===== config.mk =====
export PLATFORM = sky130hd
export DESIGN_NAME = pascal_outline_scanner
export DESIGN_NICKNAME = d
export VERILOG_FILES = /design/src/rtl/pols_pkg.sv /design/src/rtl/pols_result_fifo.sv /design/src/rtl/pascal_outline_scanner.sv
export SDC_FILE = /design/constraint.sdc
export NUM_CORES = 1
export LEC_CHECK = 0
export ABC_CLOCK_PERIOD_IN_PS = 9940
export BUFFER_PORTS_ARGS = -buffer_cell sky130_fd_sc_hd__buf_2
export CAP_MARGIN = 40
export CORE_MARGIN = 2
export CORE_UTILIZATION = 35
export DETAILED_ROUTE_END_ITERATION = 8
export GPL_TIMING_DRIVEN = 0
export PLACE_DENSITY = 0.51
export SLEW_MARGIN = 20
export SYNTH_ARGS = -nofsm -noshare
export SYNTH_HDL_FRONTEND = slang
export SYNTH_SLANG_ARGS = --single-unit

===== constraint.sdc =====
create_clock -name i_clk -period 9.94 [get_ports i_clk]
set_input_delay 0.497 -clock i_clk [delete_from_list [all_inputs] [get_ports i_clk]]
set_output_delay 0.497 -clock i_clk [all_outputs]
set_load 0.01 [all_outputs]

===== src/rtl/pols_pkg.sv =====
// ============================================================================
// pols_pkg
// Types, codes and character-class helpers of the Pascal outline scanner.
// ============================================================================
package pols_pkg;

    // One input transfer: a source byte and the end-of-document flag
    typedef struct packed {
        logic [7:0] text_byte;
        logic       end_of_text;
    } t_in;

    // One result transfer
    typedef struct packed {
        logic [1:0]  item_kind;
        logic [7:0]  name_char;
        logic [7:0]  lower_char;
        logic [23:0] name_offset;
        logic [7:0]  name_length;
        logic        run_last;
    } t_out;

    // Result kinds
    localparam logic [1:0] KIND_ROUTINE = 2'd0;
    localparam logic [1:0] KIND_UNIT    = 2'd1;
    localparam logic [1:0] KIND_END     = 2'd2;

    // Scanner modes, one-hot
    typedef enum logic [7:0] {
        M_NORMAL = 8'b0000_0001,
        M_FWAIT  = 8'b0000_0010,
        M_FNAME  = 8'b0000_0100,
        M_USKIP  = 8'b0000_1000,
        M_UNAME  = 8'b0001_0000,
        M_CBRACE = 8'b0010_0000,
        M_CPAREN = 8'b0100_0000,
        M_CLINE  = 8'b1000_0000
    } t_mode;

    // Held character: '(' or '/' waiting for its partner, '*' inside a paren comment
    typedef enum logic [1:0] {
        P_NONE  = 2'd0,
        P_PAREN = 2'd1,
        P_SLASH = 2'd2,
        P_STAR  = 2'd3
    } t_pend;

    // Write strobes from the scanner into the result queue
    typedef struct packed {
        logic first;
        logic second;
    } t_push;

    // Keywords, lower case, first letter in the top byte
    localparam int unsigned WIN_LEN = 10;
    localparam logic [87:0] KW_CONSTRUCTOR = "constructor";
    localparam logic [79:0] KW_DESTRUCTOR  = "destructor";
    localparam logic [63:0] KW_FUNCTION    = "function";
    localparam logic [71:0] KW_PROCEDURE   = "procedure";
    localparam logic [31:0] KW_USES        = "uses";

    // Result queue depth
    localparam int unsigned FIFO_DEPTH = 4;

    function automatic logic [7:0] to_lower(input logic [7:0] c);
        logic [7:0] r;
        r = c;
        if (c inside {["A":"Z"]}) begin
            r = c + 8'd32;
        end
        return r;
    endfunction

    function automatic logic is_space(input logic [7:0] c);
        return c inside {8'd32, [8'd9:8'd13]};
    endfunction

    function automatic logic is_digit(input logic [7:0] c);
        return c inside {["0":"9"]};
    endfunction

    function automatic logic is_alpha(input logic [7:0] c);
        return c inside {["a":"z"], ["A":"Z"]};
    endfunction

    function automatic logic is_rname(input logic [7:0] c);
        return is_alpha(c) || is_digit(c) || (c == ".") || (c == "_");
    endfunction

    function automatic logic is_uname(input logic [7:0] c);
        return is_alpha(c) || (c == "_");
    endfunction

    function automatic logic is_opener(input logic [7:0] c);
        return c inside {"{", "(", "/"};
    endfunction

endpackage


===== src/rtl/pols_result_fifo.sv =====
// ============================================================================
// pols_result_fifo
// Small result queue: takes up to two results per cycle, hands out one while the receiver is ready.
// ============================================================================
module pols_result_fifo (
    input  logic          i_clk,
    input  logic          i_rst_n,
    input  pols_pkg::t_push i_push,
    input  pols_pkg::t_out  i_data0,
    input  pols_pkg::t_out  i_data1,
    output logic          o_room2,
    output logic          o_valid,
    input  logic          i_ready,
    output pols_pkg::t_out  o_data
);
    import pols_pkg::*;

    localparam int unsigned PTR_W = $clog2(FIFO_DEPTH);
    localparam int unsigned CNT_W = $clog2(FIFO_DEPTH + 1);

    t_out             r_mem [FIFO_DEPTH];
    logic [PTR_W-1:0] r_wr_ptr;
    logic [PTR_W-1:0] r_rd_ptr;
    logic [CNT_W-1:0] r_count;
    logic [CNT_W-1:0] n_count;
    logic [PTR_W-1:0] wr_ptr1;
    logic             pop;

    assign pop     = (r_count != '0) && i_ready;
    assign wr_ptr1 = r_wr_ptr + 1'b1;
    assign n_count = r_count + CNT_W'(i_push.first) + CNT_W'(i_push.second)
                     - CNT_W'(pop);

    // Storage, no reset needed
    always_ff @(posedge i_clk) begin
        if (i_push.first) begin
            r_mem[r_wr_ptr] <= i_data0;
        end
        if (i_push.second) begin
            r_mem[wr_ptr1] <= i_data1;
        end
    end

    // Pointers and fill level
    always_ff @(posedge i_clk) begin
        if (!i_rst_n) begin
            r_wr_ptr <= '0;
            r_rd_ptr <= '0;
            r_count  <= '0;
        end else begin
            r_wr_ptr <= r_wr_ptr + PTR_W'(i_push.first) + PTR_W'(i_push.second);
            r_rd_ptr <= r_rd_ptr + PTR_W'(pop);
            r_count  <= n_count;
        end
    end

    assign o_room2 = (r_count <= CNT_W'(FIFO_DEPTH - 2));
    assign o_valid = (r_count != '0);
    assign o_data  = r_mem[r_rd_ptr];

endmodule


===== src/rtl/pascal_outline_scanner.sv =====
// ============================================================================
// pascal_outline_scanner
// Scans Pascal source bytes and reports routine and unit names for an outline.
// ============================================================================
// Input channel (i_in_*): one source byte per transfer, with end_of_text on
// the last byte of a document. Output channel (o_out_*): name bytes of
// routines (with the offset just after the keyword) and of units in a uses
// list, each name closed by an end marker carrying its length; run_last
// flags the last result caused by one input byte.
// Each byte is handled in the cycle it is transferred; its zero, one or two
// results enter a four-entry result queue and are visible in the next cycle.
// Throughput is one byte per cycle while each byte yields at most one result
// and the receiver is ready; a byte yielding two results hands them out one
// after the other through the single output port of the result queue.
// The input is taken whenever the queue has room for two results, so a
// stalled receiver holds the input off once the queue fills; nothing is lost.
// i_cfg_wr_en writes unit_output_enable (reset 1) at once; write it only
// while the block is idle.
// Reset (i_rst_n low, synchronous) empties the queue and puts the scanner in
// normal text mode. The end of a document returns the scanner to that same
// state; unit_output_enable is kept.
// ============================================================================
module pascal_outline_scanner #(
    parameter int MAX_NAME    = 256,
    parameter int OFFSET_BITS = 24
) (
    input  logic           i_clk,
    input  logic           i_rst_n,
    input  logic           i_in_valid,
    output logic           o_in_ready,
    input  pols_pkg::t_in  i_in_data,
    output logic           o_out_valid,
    input  logic           i_out_ready,
    output pols_pkg::t_out o_out_data,
    input  logic           i_cfg_wr_en,
    input  logic           i_cfg_wr_data
);
    import pols_pkg::*;

    localparam int unsigned LEN_W = $clog2(MAX_NAME);
    localparam logic [LEN_W-1:0] LEN_MAX = LEN_W'(MAX_NAME - 1);

    // Scanner state
    logic                   r_unit_en;
    t_mode                  r_mode,  n_mode;
    t_mode                  r_ret,   n_ret;
    t_pend                  r_pend,  n_pend;
    logic [7:0]             r_win [WIN_LEN];
    logic [7:0]             n_win [WIN_LEN];
    logic [OFFSET_BITS-1:0] r_pos,   n_pos;
    logic [LEN_W-1:0]       r_len,   n_len;
    logic [OFFSET_BITS-1:0] r_off,   n_off;

    // Step logic
    logic             in_fire;
    logic             room2;
    logic [7:0]       c;
    logic [7:0]       lc;
    logic [7:0]       win_a [WIN_LEN];
    t_mode            mode_a;
    logic             stop;
    logic             norm;
    logic             do_open;
    t_mode            open_ret;
    logic [87:0]      lw;
    logic             kw_rtn;
    logic             kw_uses;
    logic             e1_v;
    logic             e2_v;
    t_out             e1;
    t_out             e2;
    t_out             res0;
    t_out             res1;
    t_push            push;
    logic [31:0]      off32;

    function automatic t_out make_result(input logic [1:0] kind, input logic [7:0] ch,
                                         input logic [23:0] off, input logic [7:0] len);
        t_out r;
        r.item_kind   = kind;
        r.name_char   = ch;
        r.lower_char  = to_lower(ch);
        r.name_offset = off;
        r.name_length = len;
        r.run_last    = 1'b0;
        return r;
    endfunction

    assign in_fire    = i_in_valid && room2;
    assign o_in_ready = room2;
    assign c          = i_in_data.text_byte;
    assign lc         = to_lower(c);
    assign off32      = 32'(r_off);

    // Resolve a held '(' or '/' against the new byte
    always_comb begin
        win_a  = r_win;
        mode_a = r_mode;
        stop   = 1'b0;
        if ((r_mode == M_NORMAL) || (r_mode == M_FWAIT) || (r_mode == M_USKIP)) begin
            if ((r_pend == P_PAREN) || (r_pend == P_SLASH)) begin
                if (((r_pend == P_PAREN) && (c == "*")) ||
                    ((r_pend == P_SLASH) && (c == "/"))) begin
                    stop = 1'b1;
                end else if (r_mode != M_USKIP) begin
                    // held byte becomes ordinary text
                    for (int i = 0; i < WIN_LEN - 1; i++) begin
                        win_a[i] = r_win[i+1];
                    end
                    win_a[WIN_LEN-1] = (r_pend == P_PAREN) ? 8'("(") : 8'("/");
                    mode_a = M_NORMAL;
                end
            end
        end
    end

    // Keyword match on the lowered window plus the new byte
    always_comb begin
        for (int i = 0; i < WIN_LEN; i++) begin
            lw[87 - 8*i -: 8] = win_a[i];
        end
        lw[7:0] = lc;
        kw_uses = (lw[31:0] == KW_USES);
        kw_rtn  = (lw[87:0] == KW_CONSTRUCTOR) || (lw[79:0] == KW_DESTRUCTOR) ||
                  (lw[63:0] == KW_FUNCTION)    || (lw[71:0] == KW_PROCEDURE);
    end

    // Mode logic for one byte
    always_comb begin
        n_mode   = mode_a;
        n_ret    = r_ret;
        n_pend   = r_pend;
        n_win    = win_a;
        n_pos    = r_pos + 1'b1;
        n_len    = r_len;
        n_off    = r_off;
        norm     = 1'b0;
        do_open  = 1'b0;
        open_ret = M_NORMAL;
        e1_v     = 1'b0;
        e2_v     = 1'b0;
        e1       = make_result(KIND_ROUTINE, c, off32[23:0], 8'd0);
        e2       = make_result(KIND_END, 8'd0, off32[23:0], 8'd0);

        if ((r_mode == M_NORMAL) || (r_mode == M_FWAIT) || (r_mode == M_USKIP)) begin
            n_pend = P_NONE;
        end

        if (stop) begin
            // paren or line comment opens
            n_ret  = r_mode;
            n_mode = (r_pend == P_PAREN) ? M_CPAREN : M_CLINE;
            n_pend = P_NONE;
            n_win  = '{default: '0};
        end else begin
            case (mode_a)
                M_NORMAL: begin
                    norm = 1'b1;
                end
                M_FWAIT: begin
                    if (is_space(c)) begin
                        n_mode = M_FWAIT;
                    end else if (is_opener(c)) begin
                        do_open  = 1'b1;
                        open_ret = M_FWAIT;
                    end else if (!is_digit(c) && is_rname(c)) begin
                        n_len  = LEN_W'(1);
                        e1_v   = 1'b1;
                        n_mode = M_FNAME;
                    end else begin
                        norm = 1'b1;
                    end
                end
                M_FNAME: begin
                    if (is_rname(c)) begin
                        if (r_len < LEN_MAX) begin
                            n_len = r_len + 1'b1;
                            e1_v  = 1'b1;
                        end
                    end else begin
                        e1_v  = 1'b1;
                        e1    = make_result(KIND_END, 8'd0, off32[23:0], 8'(r_len));
                        n_len = '0;
                        norm  = 1'b1;
                    end
                end
                M_USKIP: begin
                    if (is_space(c)) begin
                        n_mode = M_USKIP;
                    end else if (is_opener(c)) begin
                        do_open  = 1'b1;
                        open_ret = M_USKIP;
                    end else if (is_uname(c)) begin
                        n_len  = LEN_W'(1);
                        e1_v   = r_unit_en;
                        e1     = make_result(KIND_UNIT, c, 24'd0, 8'd0);
                        n_mode = M_UNAME;
                    end else if (c == ";") begin
                        n_mode = M_NORMAL;
                    end
                end
                M_UNAME: begin
                    if (is_uname(c)) begin
                        e1 = make_result(KIND_UNIT, c, 24'd0, 8'd0);
                        if (r_len < LEN_MAX) begin
                            n_len = r_len + 1'b1;
                            e1_v  = r_unit_en;
                        end
                    end else begin
                        e1_v   = r_unit_en;
                        e1     = make_result(KIND_END, 8'd0, 24'd0, 8'(r_len));
                        n_len  = '0;
                        n_mode = (c == ";") ? M_NORMAL : M_USKIP;
                    end
                end
                M_CBRACE: begin
                    if (c == "}") begin
                        n_mode = r_ret;
                    end
                end
                M_CLINE: begin
                    if (c == 8'd10) begin
                        n_mode = r_ret;
                    end
                end
                M_CPAREN: begin
                    if ((r_pend == P_STAR) && (c == ")")) begin
                        n_pend = P_NONE;
                        n_mode = r_ret;
                    end else begin
                        n_pend = (c == "*") ? P_STAR : P_NONE;
                    end
                end
                default: begin
                    n_mode = M_NORMAL;
                end
            endcase

            // Normal text, also reached again after a name or a failed name start
            if (norm) begin
                n_mode = M_NORMAL;
                if (is_opener(c)) begin
                    do_open  = 1'b1;
                    open_ret = M_NORMAL;
                end else if (kw_uses) begin
                    n_win  = '{default: '0};
                    n_mode = M_USKIP;
                    n_off  = '0;
                end else if (kw_rtn) begin
                    n_win  = '{default: '0};
                    n_mode = M_FWAIT;
                    n_off  = r_pos + 1'b1;
                end else begin
                    for (int i = 0; i < WIN_LEN - 1; i++) begin
                        n_win[i] = win_a[i+1];
                    end
                    n_win[WIN_LEN-1] = lc;
                end
            end

            // Comment openers
            if (do_open) begin
                if (c == "{") begin
                    n_ret  = open_ret;
                    n_mode = M_CBRACE;
                    n_pend = P_NONE;
                    n_win  = '{default: '0};
                end else if (c == "(") begin
                    n_pend = P_PAREN;
                end else begin
                    n_pend = P_SLASH;
                end
            end
        end

        // End of document: close an open name, then back to reset state
        if (i_in_data.end_of_text) begin
            if (n_mode == M_FNAME) begin
                e2_v = 1'b1;
                e2   = make_result(KIND_END, 8'd0, off32[23:0], 8'(n_len));
            end else if ((n_mode == M_UNAME) && r_unit_en) begin
                e2_v = 1'b1;
                e2   = make_result(KIND_END, 8'd0, 24'd0, 8'(n_len));
            end
            n_mode = M_NORMAL;
            n_ret  = M_NORMAL;
            n_pend = P_NONE;
            n_win  = '{default: '0};
            n_pos  = '0;
            n_len  = '0;
            n_off  = '0;
        end
    end

    // Pack results into queue slots and mark the last one
    always_comb begin
        res0 = e1_v ? e1 : e2;
        res1 = e2;
        if (e1_v && e2_v) begin
            res1.run_last = 1'b1;
        end else begin
            res0.run_last = 1'b1;
        end
        push.first  = in_fire && (e1_v || e2_v);
        push.second = in_fire && e1_v && e2_v;
    end

    // State registers
    always_ff @(posedge i_clk) begin
        if (!i_rst_n) begin
            r_mode <= M_NORMAL;
            r_ret  <= M_NORMAL;
            r_pend <= P_NONE;
            r_win  <= '{default: '0};
            r_pos  <= '0;
            r_len  <= '0;
            r_off  <= '0;
        end else if (in_fire) begin
            r_mode <= n_mode;
            r_ret  <= n_ret;
            r_pend <= n_pend;
            r_win  <= n_win;
            r_pos  <= n_pos;
            r_len  <= n_len;
            r_off  <= n_off;
        end
    end

    // Configuration register
    always_ff @(posedge i_clk) begin
        if (!i_rst_n) begin
            r_unit_en <= 1'b1;
        end else if (i_cfg_wr_en) begin
            r_unit_en <= i_cfg_wr_data;
        end
    end

    pols_result_fifo u_result_fifo (
        .i_clk   (i_clk),
        .i_rst_n (i_rst_n),
        .i_push  (push),
        .i_data0 (res0),
        .i_data1 (res1),
        .o_room2 (room2),
        .o_valid (o_out_valid),
        .i_ready (i_out_ready),
        .o_data  (o_out_data)
    );

endmodule

==> flow_summary.toml <==
[drt]
post_drt_via_cell_ratio = 5.703
starting_drc_count_in_detailed_routing = 1424
drt_first_pass_iters = 9
detail-route-antenna-nets = 0
detailroute.via_count = 14908
postRouteWirelength_um = 57720
drc_errors = 9
final_routed_wire_length_divided_by_cell_count_um = 22.08

[sta]
final-setup-viol-count = 0
max-slew-margin-rel = 0.3913
finalHoldWorstSlack_ns = 0.1734
grt_setup_unrepaired = "no"
pins_over_slew_limit = 0
final.setup.tns_ns = 0
ratio_of_final_minimum_period_to_clock_period = 0.5220
post-route-min-period_ns = 5.189
clock-skew-final_ns = 0.04170
max_clock_freq_mhz = 192.7
report.final.hold_viol_count = 0
worst_slew_pin_slew_ns = 0.9046

[finish]
areaGrowthSynthToFinish_pct = 15.35
finalCoreUtilization = 0.4097
diodes = 0
n_fill_cell = 5051
layout.cells.non_filler = 2614
finish.net_count = 1938
postLayoutCellArea_mm2 = 0.02060
multiInputGateArea_mm2 = 0.008919
drive_gt1_frac = 0.1473
sequential_cell_area_mm2 = 0.008248

[clock_tree]
clock_tree.htree_level_count = 2
clock_latency_on_the_worst_skew_pair_ns = 0.60
tritoncts.num_buffers = 40
cts_root_buf = "sky130_fd_sc_hd__clkbuf_16"
hold_buffers = 0
clock_sink_count = 346
clk_path_buf_depth = 3
tritoncts = "done"
cts_resized = 0
post_cts_setup_buffer_count = 0
path_clk_slew_ns = 0.07

[worst_setup_path]
worstSetupEndpointType = "flip-flop"
crit_arrival_ns = 5.68
cp-start-kind = "flip-flop"
critPathKind = "flip-flop to flip-flop"
critPathMaxFanout = 8
cp.required_ns = 10.43

[global_route]
grt_remaining_overflow = 0
grt_max_degree = 27
antenna_violations_before_repair = 1
grt_first_pass_wirelength_um = 89490
grt_pass1_vias = 14541
track_usage = 0.2171

[placed_design]
half_perimeter_wire_length_after_detailed_placement_um = 41930
numPlacedInstances = 2537
routabilityCongestion = 0.9278
numPortBuffers = 65
postPlaceCellArea_mm2 = 0.01922

[synth]
netlist.area_leader.share = 0.2399
post_synth_most_frequent_cells = "sky130_fd_sc_hd__dfxtp_1 (214), sky130_fd_sc_hd__nand2_1 (181), sky130_fd_sc_hd__o21ai_0 (134), sky130_fd_sc_hd__edfxtp_1 (132), sky130_fd_sc_hd__and2_1 (124)"
synth_area_leaders = "sky130_fd_sc_hd__dfxtp_1 (24%), sky130_fd_sc_hd__edfxtp_1 (22%), sky130_fd_sc_hd__mux4_2 (5.8%)"
synth_edf_count = 132
synth_largest_area_cell = "sky130_fd_sc_hd__dfxtp_1"
leading_cell_type_by_number_of_instances_after_synthesis = "sky130_fd_sc_hd__dfxtp_1"
synthFlopType = "sky130_fd_sc_hd__dfxtp_1"
syn-instance-count = 1787
yosys_warnings = 0
async_flop_share = 0
distinct_cell_type_count_after_synthesis = 97
syn-mean-instance-area_um2 = 9.992
synth.net_count = 1815
area_of_the_mapped_netlist_mm2 = 0.01786
synth.yosys.seq_area_share = 0.4619
yosys_register_bits = 346

[worst_hold_path]
hold_class = "input pin to flip-flop"

[power_and_ir_drop]
worst_ir_drop_vdd_v = 0.0001236
powerDensity_mw_per_mm2 = 171.1
power.static_leakage_nw = 6.431

[job]
drv.max_cap_violation_count = 0

[floorplanning]
starting_density_of_the_core = 0.3552
top_level_i_o_count = 68
chipHeight_um = 229.9
rows = 82
die_width_um = 229.9
die_area_mm2 = 0.05284
core_mm2 = 0.05027

[outcome]
status = "finished with violations"
violations = "DRC"
-- power breakdown --
group	total (W)	switching, W	internal, W
combinational	0.000524	0.000367	0.000158
sequential	0.00149	0.0000174	0.00148
clock	0.00151	0.000638	0.000870
total	0.00353	0.00102	0.00250
-- cells in the final DEF, fill, tap and decap left out, drive strengths merged, types with 16 or more instances in the layout --
cell	instances
nor3	27
clkinv	17
and2	125
a22o	46
nand2	183
o21ai	144
nand4	17
inv	27
nand3	55
clkbuf	143
buf	123
a222oi	58
a21boi	16
xor2	17
edfxtp	132
nor3b	25
and3	26
nor2b	63
mux4	46
nor4	20
nor2	72
dfxtp	214
a21oi	93
-- metal layers --
metal  wire length, um  GRT usage  part of all wire
met1             26030     0.2969              0.45
met2             27380     0.3585              0.47
met3              2865    0.02691             0.050
met4              1428    0.06653             0.025
met5                13          0           0.00023
-- worst paths after layout --
path,slack [ns],endpoint,start,depth (start not counted)
max,4.75,u_result_fifo.r_count[2],r_pend[0],16
min,0.17,r_unit_en,i_cfg_wr_en,2
max reg2reg,4.75,u_result_fifo.r_count[2],r_pend[0],16
min reg2reg,0.43,u_result_fifo.r_mem[0][48],u_result_fifo.r_mem[0][48],2
-- state kept, by name, indices dropped and copies added (netlist names), 3 cells and up --
name                   cells
r_ret                      8
u_result_fifo.r_mem      184
r_pos                     24
r_win                     80
r_len                      8
u_result_fifo.r_count      3
r_mode                     8
r_off                     24
-- worst max-delay path, cell delays in order (launching register included) --
cell and delay, ns:
sky130_fd_sc_hd__dfxtp_1 0.39, sky130_fd_sc_hd__ha_1 0.30, sky130_fd_sc_hd__nor3b_1 0.32, sky130_fd_sc_hd__o2111a_1 0.52, sky130_fd_sc_hd__nor2_1 0.18, sky130_fd_sc_hd__nor4_1 0.81, sky130_fd_sc_hd__nand2_1 0.14, sky130_fd_sc_hd__o21ai_1 0.12
sky130_fd_sc_hd__a211o_1 0.33, sky130_fd_sc_hd__a21o_1 0.28, sky130_fd_sc_hd__nand2_1 0.16, sky130_fd_sc_hd__ha_1 0.36, sky130_fd_sc_hd__inv_1 0.05, sky130_fd_sc_hd__fa_1 0.45, sky130_fd_sc_hd__fa_1 0.41, sky130_fd_sc_hd__xnor2_1 0.13
sky130_fd_sc_hd__and2_1 0.14
-- through the flow --
stage / total power [W] / setup WS (ns)
final: 0.003525 / 4.751
after global routing: 0.003665 / 4.393
after CTS: 0.003562 / 4.762
after detailed placement: 0.002046 / 4.378
after global placement: 0.002024 / 2.815
after floorplan: 0.001840 / 5.295
-- cell type report --
type | instances | area share
multi-input combinational | 1281 | 0.4330
sequential | 346 | 0.4004
clock buffer | 51 | 0.05309
tap | 672 | 0.04082
buffer | 134 | 0.02952
timing repair buffer | 81 | 0.02539
clock inverter | 23 | 0.01300
inverter | 26 | 0.004738
-- cells by family after synthesis --
family | Yosys count | share of synthesized area
AOI/OAI and AO/OA | 488 | 0.1900
xor gates and xnor gates | 28 | 0.01373
adders and majority gates | 13 | 0.01037
buffers and inverters | 160 | 0.03938
DFF | 346 | 0.4619
muxes | 50 | 0.06026
and+or+nand+nor | 702 | 0.2244
(Power assumes the default switching activity.)
